`config.mk`:
```
export PLATFORM = sky130hd
export DESIGN_NAME = fir_fadd
export DESIGN_NICKNAME = d
export VERILOG_FILES = /design/src/fir_pkg.sv /design/src/fir_fadd.sv
export SDC_FILE = /design/constraint.sdc
export NUM_CORES = 1
export LEC_CHECK = 0
export ABC_AREA = 1
export BUFFER_PORTS_ARGS = -buffer_cell sky130_fd_sc_hd__buf_2
export CORE_UTILIZATION = 45
export DETAILED_ROUTE_END_ITERATION = 10
export PLACE_DENSITY = 0.62
export SYNTH_ARGS = -nofsm -noshare
export SYNTH_HDL_FRONTEND = slang
export SYNTH_SLANG_ARGS = --single-unit
```
`constraint.sdc`:
```
create_clock -name clock -period 9 [get_ports clock]
set_clock_uncertainty 0.2 [all_clocks]
set_input_delay 0.9 -clock clock [delete_from_list [all_inputs] [get_ports clock]]
set_output_delay 0.9 -clock clock [all_outputs]
set_load 0.005 [all_outputs]
```
`src/fir_pkg.sv`:
```
// Shared constants and helpers for the fast inverse square root pipeline.
// No dependencies; used by fir_fmul, fir_fadd and fast_inverse_sqrt.
`timescale 1ns / 1ps
package fir_pkg;

   localparam logic [31:0] MAGIC        = 32'h5f3759df;
   localparam logic [31:0] ONE_HALF     = 32'h3f000000;
   localparam logic [31:0] THREE_HALVES = 32'h3fc00000;
   localparam logic [31:0] CANON_QNAN   = 32'h7fc00000;
   localparam logic [7:0]  EXP_MAX      = 8'hff;

   // pipeline depths
   localparam int unsigned UNIT_STAGES = 3;
   localparam int unsigned GUESS_DEPTH = 4 * UNIT_STAGES;
   localparam int unsigned LATENCY     = 5 * UNIT_STAGES + 1;

   // count leading zeros of a 48-bit word, 48 when the word is zero
   function automatic logic [5:0] lzc48(input logic [47:0] v);
      logic [5:0] n;
      n = 6'd48;
      for (int i = 0; i < 48; i++) begin
         if (v[i]) n = 6'(47 - i);
      end
      return n;
   endfunction

endpackage

```
`src/fir_fadd.sv`:
```
// Three-stage binary32 adder, round to nearest even, subnormals kept.
// Depends on fir_pkg.
`timescale 1ns / 1ps
module fir_fadd (
   input  logic        clock,
   input  logic [31:0] a_bits,
   input  logic [31:0] b_bits,
   output logic [31:0] y_bits
);

   // stage 1: classify, order by magnitude, align the smaller operand
   logic [7:0]  ea, eb, ebig, esml, d;
   logic        a_nan, b_nan, a_inf, b_inf, a_big;
   logic [31:0] big, sml;
   logic [26:0] bigm, smlm, sml_sh, sml_al;
   logic        sml_st;

   logic        s1_nan_ff, s1_inf_ff, s1_isign_ff, s1_zsign_ff;
   logic        s1_sign_ff, s1_sub_ff;
   logic [26:0] s1_bigm_ff, s1_smlm_ff;
   logic [7:0]  s1_exp_ff;

   always_comb begin
      ea     = a_bits[30:23];
      eb     = b_bits[30:23];
      a_nan  = (ea == fir_pkg::EXP_MAX) && (a_bits[22:0] != 23'd0);
      b_nan  = (eb == fir_pkg::EXP_MAX) && (b_bits[22:0] != 23'd0);
      a_inf  = (ea == fir_pkg::EXP_MAX) && (a_bits[22:0] == 23'd0);
      b_inf  = (eb == fir_pkg::EXP_MAX) && (b_bits[22:0] == 23'd0);
      a_big  = a_bits[30:0] >= b_bits[30:0];
      big    = a_big ? a_bits : b_bits;
      sml    = a_big ? b_bits : a_bits;
      ebig   = (big[30:23] == 8'd0) ? 8'd1 : big[30:23];
      esml   = (sml[30:23] == 8'd0) ? 8'd1 : sml[30:23];
      d      = ebig - esml;
      bigm   = {big[30:23] != 8'd0, big[22:0], 3'b000};
      smlm   = {sml[30:23] != 8'd0, sml[22:0], 3'b000};
      if (d >= 8'd27) begin
         sml_sh = 27'd0;
         sml_st = |smlm;
      end else begin
         sml_sh = smlm >> d;
         sml_st = |(smlm & ((27'd1 << d) - 27'd1));
      end
      sml_al = {sml_sh[26:1], sml_sh[0] | sml_st};
   end

   always_ff @(posedge clock) begin
      s1_nan_ff   <= a_nan || b_nan || (a_inf && b_inf && (a_bits[31] != b_bits[31]));
      s1_inf_ff   <= a_inf || b_inf;
      s1_isign_ff <= a_inf ? a_bits[31] : b_bits[31];
      s1_zsign_ff <= a_bits[31] & b_bits[31];
      s1_sign_ff  <= big[31];
      s1_sub_ff   <= a_bits[31] != b_bits[31];
      s1_bigm_ff  <= bigm;
      s1_smlm_ff  <= sml_al;
      s1_exp_ff   <= ebig;
   end

   // stage 2: add or subtract, normalize
   logic [27:0] sum;
   logic [5:0]  lz;
   logic [8:0]  lsh_a, lsh_b, lsh;
   logic [26:0] norm_in;
   logic [9:0]  exp_in;

   logic        s2_nan_ff, s2_inf_ff, s2_isign_ff, s2_zsign_ff, s2_sign_ff, s2_zero_ff;
   logic [26:0] s2_norm_ff;
   logic [9:0]  s2_exp_ff;

   always_comb begin
      if (s1_sub_ff) sum = {1'b0, s1_bigm_ff} - {1'b0, s1_smlm_ff};
      else           sum = {1'b0, s1_bigm_ff} + {1'b0, s1_smlm_ff};
      lz    = fir_pkg::lzc48({sum, 20'd0});
      lsh_a = {3'd0, lz} - 9'd1;
      lsh_b = {1'b0, s1_exp_ff} - 9'd1;
      lsh   = (lsh_a < lsh_b) ? lsh_a : lsh_b;
      if (lz == 6'd0) begin
         norm_in = {sum[27:2], sum[1] | sum[0]};
         exp_in  = {2'b00, s1_exp_ff} + 10'd1;
      end else begin
         norm_in = sum[26:0] << lsh;
         exp_in  = {2'b00, s1_exp_ff} - {1'b0, lsh};
      end
   end

   always_ff @(posedge clock) begin
      s2_nan_ff   <= s1_nan_ff;
      s2_inf_ff   <= s1_inf_ff;
      s2_isign_ff <= s1_isign_ff;
      s2_zsign_ff <= s1_zsign_ff;
      s2_sign_ff  <= s1_sign_ff;
      s2_zero_ff  <= sum == 28'd0;
      s2_norm_ff  <= norm_in;
      s2_exp_ff   <= exp_in;
   end

   // stage 3: round, pack
   logic        inc;
   logic [24:0] q_rnd;
   logic [23:0] mant;
   logic [9:0]  exp_fin;
   logic [31:0] y_in;
   logic [31:0] y_ff;

   always_comb begin
      inc   = s2_norm_ff[2] && ((|s2_norm_ff[1:0]) || s2_norm_ff[3]);
      q_rnd = {1'b0, s2_norm_ff[26:3]} + {24'd0, inc};
      if (q_rnd[24]) begin
         mant    = q_rnd[24:1];
         exp_fin = s2_exp_ff + 10'd1;
      end else begin
         mant    = q_rnd[23:0];
         exp_fin = s2_exp_ff;
      end
      if (s2_nan_ff) begin
         y_in = fir_pkg::CANON_QNAN;
      end else if (s2_inf_ff) begin
         y_in = {s2_isign_ff, fir_pkg::EXP_MAX, 23'd0};
      end else if (s2_zero_ff) begin
         y_in = {s2_zsign_ff, 31'd0};
      end else if (exp_fin >= 10'd255) begin
         y_in = {s2_sign_ff, fir_pkg::EXP_MAX, 23'd0};
      end else begin
         y_in = {s2_sign_ff, mant[23] ? exp_fin[7:0] : 8'd0, mant[22:0]};
      end
   end

   always_ff @(posedge clock) begin
      y_ff <= y_in;
   end

   assign y_bits = y_ff;

endmodule

```
==> flow_summary_export.csv <==
group,metric,value,unit
floorplanning,die_h,174,microns
floorplanning,initial_utilization,0.461,
timing,relSlewSlack,0.228,
synth,yosysSeqAreaShare,0.210,
clocking,cts_tree,"done",
clocking,cts.sinks,140,
detailed_routing,drc,0,
setup_path,cp_common_cell,"nand2_1",
place,dpl_cell_area,14000,sq um
outcome,run_status,"finished clean",
place,port_buffers,96,
timing,drv_slew,0,
clocking,clkTransAtPathRegs,70,ps
global_route,grt_max_degree,93,
clocking,cts_resized,0,
pwr,power_leakage,7.24,nW
clocking,clk_latency,430,ps
floorplanning,die_area,30300,sq um
pwr,vdd.ir_drop.worst,0.148,mV
clocking,root_buffer,"clkbuf_16",
min_path,hp-class,"register to register",
floorplanning,row_count,62,
detailed_routing,routed_wl,43700,microns
cells_and_area,diodes,0,
cells_and_area,area_growth,9.51,%
timing,post-route-period-util,0.902,
synth,synth_commonest_cells,"nand2_1 (585), inv_1 (256), nand3_1 (199), nor2_1 (157), o21ai_0 (150)",
floorplanning,die_x,174,microns
global_route,grt_pass1_wl,70000,microns
place,gp_congestion,0.929,
timing,final.setup.tns,0,ps
detailed_routing,drtIter0Drc,1370,
setup_path,worst_path_largest_cell_delay,580,ps
synth,ys_seq_elements,140,
detailed_routing,dr.pass1.iters,7,
synth,netlist.area_leader.share,0.210,
job,cap_violations,0,
timing,hold_slack,130,ps
setup_path,r2r_start,"s1_smlm_ff[5]",
synth,synthTopCellsByArea,"dfxtp_1 (21%), nand2_1 (16%), ha_1 (10%), nand3_1 (7.5%), inv_1 (7.2%)",
cells_and_area,design_area,14600,sq um
place,place_ws,796,ps
cells_and_area,nNetsFinal,2386,
synth,synthDistinctLibCells,71,
pwr,cellPowerDensity,317,nW/um^2
timing,rsz0062_at_grt,"no",
cells_and_area,multi_input_area,9100,sq um
setup_path,cp_max_fo,31,
synth,synth_edf_count,0,
floorplanning,coreArea,28900,sq um
clocking,cts-htree-levels,4,
setup_path,startpoint,"s1_smlm_ff[5]",
synth,synth_area_leader_cell,"dfxtp_1",
setup_path,startpoint_type,"register",
synth,syn_inst,2157,
clocking,cts_buffer_depth,2,
min_path,hold_start,"s1_nan_ff",
synth,ys.flop_type,"dfxtp_1",
synth,yosys.cell_count.top_type,"nand2_1",
floorplanning,ios,97,
clocking,hold_buffers,0,
timing,worstMarginPinSlew,1160,ps
timing,hold_viol,0,
place,hpwlAfterDp,35700,microns
global_route,grtUsageTotal,0.290,
timing,setup_violations,0,
clocking,postCtsSetupBuffers,0,
synth,async_flop_share,0,
global_route,grt_antenna_before_repair,0,
synth,synth_warnings,0,
detailed_routing,viasPerCell,5.52,
synth,syn-mean-instance-area,6.19,sq um
cells_and_area,drive_gt1_frac,0.0941,
timing,fin_ws,879,ps
cells_and_area,regArea,2800,sq um
synth,postSynthNetCount,2336,
detailed_routing,wire_per_inst,16.8,microns
clocking,cts_inserted_buffers,17,
setup_path,end_kind,"register",
synth,syn_area,13300,sq um
global_route,grt_pass1_vias,13100,
timing,period_needed,8120,ps
setup_path,critical_path_class,"register to register",
cells_and_area,finish.utilization,0.505,
cells_and_area,fillers,3103,
detailed_routing,vias,14400,
global_route,overflow,0,
setup_path,worstPathRequired,9060,ps
timing,max_freq,123,MHz
setup_path,cp.arrival,8180,ps
setup_path,crit_slowest_cell,"inv_1",
detailed_routing,ant_nets,0,
[final timing paths]
path	to	cells past startpoint	slack, ps
setup / recovery	s2_exp_ff[7]	50	880
hold / removal	s2_nan_ff	0	130
setup reg to reg	s2_exp_ff[7]	50	880
hold reg to reg	s2_nan_ff	0	130
[kinds of logic (layout without fill, tap and decap cells)]
group	Yosys count	count (layout)	share of synthesized area
compound gates	405	405	0.178
xor+xnor	61	61	0.0406
fa+ha+maj	114	114	0.109
buf+inv	357	420	0.109
flops	140	140	0.210
mux	13	13	0.00975
simple gates	1067	1067	0.344
[routing by layer]
| metal | up-vias | share of wire | GRT usage | routed length [microns] |
|---|---|---|---|---|
| li1 | 7254 | - | - | - |
| met2 | 469 | 0.42 | 0.443 | 18500 |
| met5 | - | 0 | 0 | 0 |
| met4 | 0 | 0.016 | 0.0643 | 705 |
| met1 | 6614 | 0.49 | 0.423 | 21500 |
| met3 | 49 | 0.068 | 0.0457 | 2980 |
[cell type report]
class                           instances  area share
Clock buffer                           17      0.0291
Clock inverter                         15      0.0116
Inverter                              277      0.0713
Multi-Input combinational cell       1660       0.623
Sequential cell                       140       0.192
Tap cell                              384      0.0329
Timing Repair Buffer                  111      0.0406
[power breakdown]
group / switching, W / internal (W) / total (W)
clock: 0.000321 / 0.000396 / 0.000717
combinational: 0.00204 / 0.000958 / 0.00300
sequential: 0.000112 / 0.000803 / 0.000915
total: 0.00248 / 0.00216 / 0.00463
[worst max-delay path, delay by kind of cell, from the launching register on]
kind            cells  cell delay [ps]
compound gates     14             2240
xor+xnor            1              140
fa+ha+maj           4             1290
buf+inv             6             1070
flops               1              380
simple gates       25             2600
[stage by stage]
stage	instances	total power [W]
floorplan	2157	0.00314
global placement	2572	0.00385
detailed placement	2572	0.00386
CTS	2604	0.00459
global route	2604	0.00506
finish	2604	0.00463
[state kept, by name (all words and copies together), names as in the netlist, 8 cells and up]
signal,cells
y_bits,32
s1_exp_ff,8
s1_bigm_ff,24
s1_smlm_ff,27
s2_norm_ff,27
s2_exp_ff,10
[layout by cell type, fill, tap and decap left out, types with 6 or more instances in the layout]
master     instances
nand2_2           14
o31ai_1            8
o22ai_1           36
ha_1             111
mux2i_1           13
buf_2             96
or2_2             10
nand4_1           26
nand3_1          199
buf_4             15
inv_2             15
nand3b_1          10
o21ai_1           23
o21ai_0          150
nor3_1            25
inv_1            256
nand2_1          584
xnor2_1           12
a211oi_1          11
clkbuf_16         17
a31oi_1           10
o21bai_1           7
o21ai_2            6
xor2_1            48
nor4_1            22
nor2_1           157
dfxtp_1          140
o211ai_1          12
a21oi_1          106
(Power assumes the default switching activity.)
