<file path="src/fir_pkg.sv">
// Shared constants and helpers for the fast inverse square root pipeline.
// No dependencies; used by fir_fmul, fir_fadd and fast_inverse_sqrt.
`timescale 1ns / 1ps
package fir_pkg;

   localparam logic [31:0] MAGIC        = 32'h5f3759df;
   localparam logic [31:0] ONE_HALF     = 32'h3f000000;
   localparam logic [31:0] THREE_HALVES = 32'h3fc00000;
   localparam logic [31:0] CANON_QNAN   = 32'h7fc00000;
   localparam logic [7:0]  EXP_MAX      = 8'hff;

   // pipeline depths
   localparam int unsigned UNIT_STAGES = 3;
   localparam int unsigned GUESS_DEPTH = 4 * UNIT_STAGES;
   localparam int unsigned LATENCY     = 5 * UNIT_STAGES + 1;

   // count leading zeros of a 48-bit word, 48 when the word is zero
   function automatic logic [5:0] lzc48(input logic [47:0] v);
      logic [5:0] n;
      n = 6'd48;
      for (int i = 0; i < 48; i++) begin
         if (v[i]) n = 6'(47 - i);
      end
      return n;
   endfunction

endpackage

</file>
<file path="src/fir_fmul.sv">
// Three-stage binary32 multiplier, round to nearest even, subnormals kept.
// Depends on fir_pkg.
`timescale 1ns / 1ps
module fir_fmul (
   input  logic        clock,
   input  logic [31:0] a_bits,
   input  logic [31:0] b_bits,
   output logic [31:0] y_bits
);

   // stage 1: unpack, classify, multiply significands
   logic [7:0]  ea, eb;
   logic        a_nan, b_nan, a_inf, b_inf, a_zero, b_zero;
   logic [23:0] ma, mb;
   logic [7:0]  eae, ebe;

   logic        s1_nan_ff, s1_inf_ff, s1_zero_ff, s1_sign_ff;
   logic [47:0] s1_prod_ff;
   logic [8:0]  s1_esum_ff;

   always_comb begin
      ea     = a_bits[30:23];
      eb     = b_bits[30:23];
      a_nan  = (ea == fir_pkg::EXP_MAX) && (a_bits[22:0] != 23'd0);
      b_nan  = (eb == fir_pkg::EXP_MAX) && (b_bits[22:0] != 23'd0);
      a_inf  = (ea == fir_pkg::EXP_MAX) && (a_bits[22:0] == 23'd0);
      b_inf  = (eb == fir_pkg::EXP_MAX) && (b_bits[22:0] == 23'd0);
      a_zero = (ea == 8'd0) && (a_bits[22:0] == 23'd0);
      b_zero = (eb == 8'd0) && (b_bits[22:0] == 23'd0);
      ma     = {ea != 8'd0, a_bits[22:0]};
      mb     = {eb != 8'd0, b_bits[22:0]};
      eae    = (ea == 8'd0) ? 8'd1 : ea;
      ebe    = (eb == 8'd0) ? 8'd1 : eb;
   end

   always_ff @(posedge clock) begin
      s1_nan_ff  <= a_nan || b_nan || (a_inf && b_zero) || (b_inf && a_zero);
      s1_inf_ff  <= a_inf || b_inf;
      s1_zero_ff <= a_zero || b_zero;
      s1_sign_ff <= a_bits[31] ^ b_bits[31];
      s1_prod_ff <= ma * mb;
      s1_esum_ff <= {1'b0, eae} + {1'b0, ebe};
   end

   // stage 2: normalize left, work out exponent and right shift
   logic [5:0]         lz;
   logic signed [10:0] e_norm, e_diff;
   logic [47:0]        norm_in;
   logic [5:0]         sh_in;
   logic [9:0]         exp_in;

   logic        s2_nan_ff, s2_inf_ff, s2_zero_ff, s2_sign_ff;
   logic [47:0] s2_norm_ff;
   logic [5:0]  s2_sh_ff;
   logic [9:0]  s2_exp_ff;

   always_comb begin
      lz      = fir_pkg::lzc48(s1_prod_ff);
      norm_in = s1_prod_ff << lz;
      e_norm  = $signed({2'b00, s1_esum_ff}) - $signed({5'd0, lz}) - 11'sd126;
      e_diff  = 11'sd25 - e_norm;
      if (e_norm > 11'sd0) begin
         sh_in  = 6'd24;
         exp_in = e_norm[9:0];
      end else begin
         sh_in  = (e_diff > 11'sd63) ? 6'd63 : e_diff[5:0];
         exp_in = 10'd1;
      end
   end

   always_ff @(posedge clock) begin
      s2_nan_ff  <= s1_nan_ff;
      s2_inf_ff  <= s1_inf_ff;
      s2_zero_ff <= s1_zero_ff || (s1_prod_ff == 48'd0);
      s2_sign_ff <= s1_sign_ff;
      s2_norm_ff <= norm_in;
      s2_sh_ff   <= sh_in;
      s2_exp_ff  <= exp_in;
   end

   // stage 3: shift, round, pack
   logic [63:0] ext, shifted, below;
   logic [5:0]  shm1;
   logic        guard, sticky, inc;
   logic [24:0] q_rnd;
   logic [23:0] mant;
   logic [9:0]  exp_fin;
   logic [31:0] y_in;
   logic [31:0] y_ff;

   always_comb begin
      ext     = {16'd0, s2_norm_ff};
      shm1    = s2_sh_ff - 6'd1;
      shifted = ext >> s2_sh_ff;
      below   = ext >> shm1;
      guard   = below[0];
      sticky  = |(ext & ((64'd1 << shm1) - 64'd1));
      inc     = guard && (sticky || shifted[0]);
      q_rnd   = {1'b0, shifted[23:0]} + {24'd0, inc};
      if (q_rnd[24]) begin
         mant    = q_rnd[24:1];
         exp_fin = s2_exp_ff + 10'd1;
      end else begin
         mant    = q_rnd[23:0];
         exp_fin = s2_exp_ff;
      end
      if (s2_nan_ff) begin
         y_in = fir_pkg::CANON_QNAN;
      end else if (s2_inf_ff || (exp_fin >= 10'd255)) begin
         y_in = {s2_sign_ff, fir_pkg::EXP_MAX, 23'd0};
      end else if (s2_zero_ff) begin
         y_in = {s2_sign_ff, 31'd0};
      end else begin
         y_in = {s2_sign_ff, mant[23] ? exp_fin[7:0] : 8'd0, mant[22:0]};
      end
   end

   always_ff @(posedge clock) begin
      y_ff <= y_in;
   end

   assign y_bits = y_ff;

endmodule

</file>
<file path="config.mk">
export PLATFORM = sky130hd
export DESIGN_NAME = fir_fmul
export DESIGN_NICKNAME = d
export VERILOG_FILES = /design/src/fir_pkg.sv /design/src/fir_fmul.sv
export SDC_FILE = /design/constraint.sdc
export NUM_CORES = 2
export LEC_CHECK = 0
export ABC_CLOCK_PERIOD_IN_PS = 9500
export BUFFER_PORTS_ARGS = -buffer_cell sky130_fd_sc_hd__buf_2
export CAP_MARGIN = 25
export CORE_UTILIZATION = 45
export CTS_BUF_LIST = sky130_fd_sc_hd__clkbuf_4 sky130_fd_sc_hd__clkbuf_8 sky130_fd_sc_hd__clkbuf_16
export DETAILED_ROUTE_END_ITERATION = 10
export SLEW_MARGIN = 25
export SYNTH_ARGS = -nofsm -noshare
export SYNTH_HDL_FRONTEND = slang
export SYNTH_SLANG_ARGS = --single-unit
</file>
<file path="constraint.sdc">
create_clock -name clock -period 9.5 [get_ports clock]
set_input_delay 1.425 -clock clock [delete_from_list [all_inputs] [get_ports clock]]
set_output_delay 1.425 -clock clock [all_outputs]
set_load 0.01 [all_outputs]
</file>
==> results.py <==
metrics = {
    "yosys": {
        "avgSynthCellArea_um2": 8.55,
        "syn-num-nets": 4579,
        "syn_inst": 3831,
        "async_flop_share_pct": 0,
        "ys_seq_area_share_pct": 9.84,
        "synth_seq_cells": 161,
        "syn-cell-area_mm2": 0.0328,
        "ys.flop_type": "dfxtp_1",
        "synth_edf_count": 0,
        "synth_cell_types": 102,
        "yosys_warnings": 0,
    },
    "timing": {
        "setup_viol": 0,
        "maxSlewViolCount": 0,
        "final.setup.tns_ps": 0,
        "fin_ws_ps": 715,
        "finClkSkew_ps": 19.5,
        "fmax_mhz": 114,
        "relSlewSlack_pct": 35.0,
        "fin_crit_ps": 8790,
        "hold_viol_final": 0,
        "worst_pin_slew_ps": 975,
        "rsz0062_at_grt": "no",
        "finalCritPeriodShare_pct": 92.5,
    },
    "routing": {
        "drc": 0,
        "avgRoutedWirePerCell_um": 22.3,
        "postRouteAntennaNets": 0,
        "drtPass1Iterations": 7,
        "first_iter_violations": 2508,
        "vias_per_cell": 5.97,
        "wl_um": 106000,
        "vias": 28268,
    },
    "final_layout": {
        "drive_above_1_share_pct": 8.98,
        "antenna-diode-count": 0,
        "fin_nets": 4522,
        "n_fill_cell": 7097,
        "area_growth_pct": 5.26,
    },
    "setup_path": {
        "worstSetupStartpointType": "input port",
        "critPathMaxFanout": 6,
        "worstSetupPathType": "input port to flip-flop",
        "crit_arrival_ps": 9110,
        "cp.required_ps": 9830,
        "cp-end-kind": "flip-flop",
    },
    "floorplanning": {
        "die_area_mm2": 0.0739,
        "rows": 98,
        "die_w_um": 272,
        "die_height_um": 272,
        "ios": 97,
        "initial_utilization_pct": 45.7,
        "core_mm2": 0.0717,
    },
    "clock_tree": {
        "cts_setup_buffers": 0,
        "cts_sinks": 161,
        "clockBufferDepth": 2,
        "clockRootBuffer": "clkbuf_16",
        "clkSlewWorstSetupHoldPaths_ps": 70,
        "cts_made_buffers": 17,
        "hold_buffers": 0,
        "insertion_delay_ps": 450,
        "cts-resized-gates": 0,
        "cts_tree": "done",
        "cts_max_level": 4,
    },
    "place": {
        "gp_congestion": 1.00,
        "dp_slack_ps": 396,
        "place.detailed.hpwl_um": 83000,
        "portBuffers": 96,
    },
    "status": {
        "outcome": "finished, final reports clean",
    },
    "grt": {
        "gr-total-overflow": 0,
        "grt_pass1_vias": 28353,
        "grt_usage_pct": 28.7,
        "grt_max_degree": 61,
        "grt_pass1_wl_um": 166000,
        "antenna_found_initial": 0,
    },
    "min_path": {
        "worst_hold_path_type": "flip-flop to flip-flop",
    },
    "flow_run": {
        "drv_cap": 0,
    },
}
[sequential cells by signal (all words and copies together), names as in the netlist]
name and flops:
s2_sign_ff 1, s1_sign_ff 1, s1_zero_ff 1, s1_nan_ff 1, s2_exp_ff 10, y_bits 32
s2_nan_ff 1, s1_esum_ff 9, s1_inf_ff 1, s2_inf_ff 1, s1_prod_ff 48, s2_zero_ff 1
s2_sh_ff 6, s2_norm_ff 48
[stage by stage]
step	instance area, um2	util (%)	std cells	hold WS, ps
3_3_place_gp	33900	47.2	4705	315
2_1_floorplan	32800	-	3831	310
5_1_grt	34500	48.1	4737	351
3_5_place_dp	33900	47.2	4705	316
4_1_cts	34500	48.1	4737	334
6_report	34500	48.1	4737	330
[worst max-delay path, stage by stage]
cell      delay [ps]
buf_2            120
nor4_1           500
nand2_1          380
and2_1           300
fa_1             500
fa_1             520
fa_1             550
inv_1             50
fa_1             480
fa_1             500
fa_1             490
inv_1             50
fa_1             430
ha_1             360
nand2_1           70
a211oi_1         300
o21ai_0          150
a31oi_1          230
a2111o_1         240
a221oi_1         130
o311ai_0         320
o21ai_0          320
o311ai_0         430
a21oi_1          130
xnor2_1          130
[placed cells by master, fill, tap and decap left out, types with 23 or more instances in the layout]
cell | netlist | final
nand3_1 | 56 | 56
mux4_2 | 47 | 47
buf_2 | 17 | 96
o22ai_1 | 45 | 45
nand2_1 | 532 | 531
mux2_2 | 33 | 33
nor3_1 | 47 | 46
a22oi_1 | 29 | 29
and2_1 | 233 | 233
a21o_1 | 28 | 28
nand4_1 | 27 | 27
o211ai_1 | 23 | 23
mux2i_1 | 146 | 146
a211oi_1 | 25 | 25
o21ai_0 | 101 | 101
nor2b_1 | 23 | 23
fa_1 | 484 | 484
ha_1 | 199 | 199
inv_1 | 544 | 544
xor2_1 | 28 | 28
nand2b_1 | 23 | 23
dfxtp_1 | 161 | 157
buf_4 | 7 | 59
a21oi_1 | 107 | 107
nor2_1 | 188 | 188
nor4_1 | 34 | 33
xnor2_1 | 66 | 66
[final cells by class]
cell class	instances	area [um2]	share of cell area [%]
clock buffer	19	447	1.29
clock inverter	13	186	0.540
timing repair buffer	155	923	2.68
inverter	550	2060	5.98
sequential	161	3230	9.37
multi-input combinational	2889	26500	76.7
tap	950	1190	3.45
[worst paths after layout]
kind,slack [ps],from,cells past startpoint,endpoint
max,710,a_bits[25],25,s1_prod_ff[47]
min,330,s1_nan_ff,0,s2_nan_ff
max reg2reg,2800,s1_prod_ff[0],20,s2_sh_ff[3]
min reg2reg,330,s1_nan_ff,0,s2_nan_ff
[synthesized netlist by cell type (all sizes together), types with 8 or more instances]
| cell type | n | area [um2] |
|---|---|---|
| o311ai | 10 | 87.6 |
| nor2 | 189 | 712 |
| a2111oi | 8 | 70.1 |
| nand2 | 532 | 2000 |
| and3 | 16 | 100 |
| dfxtp | 161 | 3220 |
| o21bai | 20 | 154 |
| o22ai | 46 | 294 |
| o211ai | 24 | 185 |
| o21ai | 110 | 554 |
| xor2 | 28 | 245 |
| fa | 484 | 9690 |
| a21o | 28 | 210 |
| clkbuf | 179 | 672 |
| mux4 | 47 | 1060 |
| mux2i | 146 | 1460 |
| buf | 52 | 405 |
| a221oi | 11 | 96.3 |
| o221ai | 9 | 78.8 |
| inv | 548 | 2060 |
| nor4 | 37 | 259 |
| nand2b | 23 | 144 |
| a21boi | 10 | 75.1 |
| o31ai | 11 | 82.6 |
| ha | 199 | 2490 |
| or3 | 12 | 80.1 |
| nand3 | 56 | 280 |
| or2 | 18 | 113 |
| and2 | 234 | 1470 |
| a221o | 19 | 191 |
| mux2 | 33 | 372 |
| nor3 | 50 | 272 |
| nor2b | 23 | 144 |
| a211o | 8 | 70.1 |
| a31oi | 19 | 119 |
| or4 | 8 | 63.8 |
| o21a | 18 | 135 |
| a21oi | 118 | 632 |
| a22oi | 29 | 218 |
| a22o | 17 | 149 |
| xnor2 | 66 | 578 |
| a211oi | 25 | 188 |
| nand4 | 27 | 169 |
[per-layer routing]
layer	track usage, %	part of all wire (%)	up-vias
li1	-	-	12615
met1	39.4	42	14028
met2	45.9	46	1372
met3	3.91	8.1	253
met4	11.2	4.0	0
met5	0	0	-
[cell families after synthesis]
family,Yosys count,share of synthesized area [%]
AOI/OAI and AO/OA,625,13.4
muxes,226,8.82
xor gates and xnor gates,95,2.58
buffers and inverters,781,9.59
and+or+nand+nor,1260,18.6
adders and majority gates,683,37.2
DFF,161,9.84
Power is not shown: default switching activity piles up to over one toggle a cycle in this logic, so the estimate is an artifact.
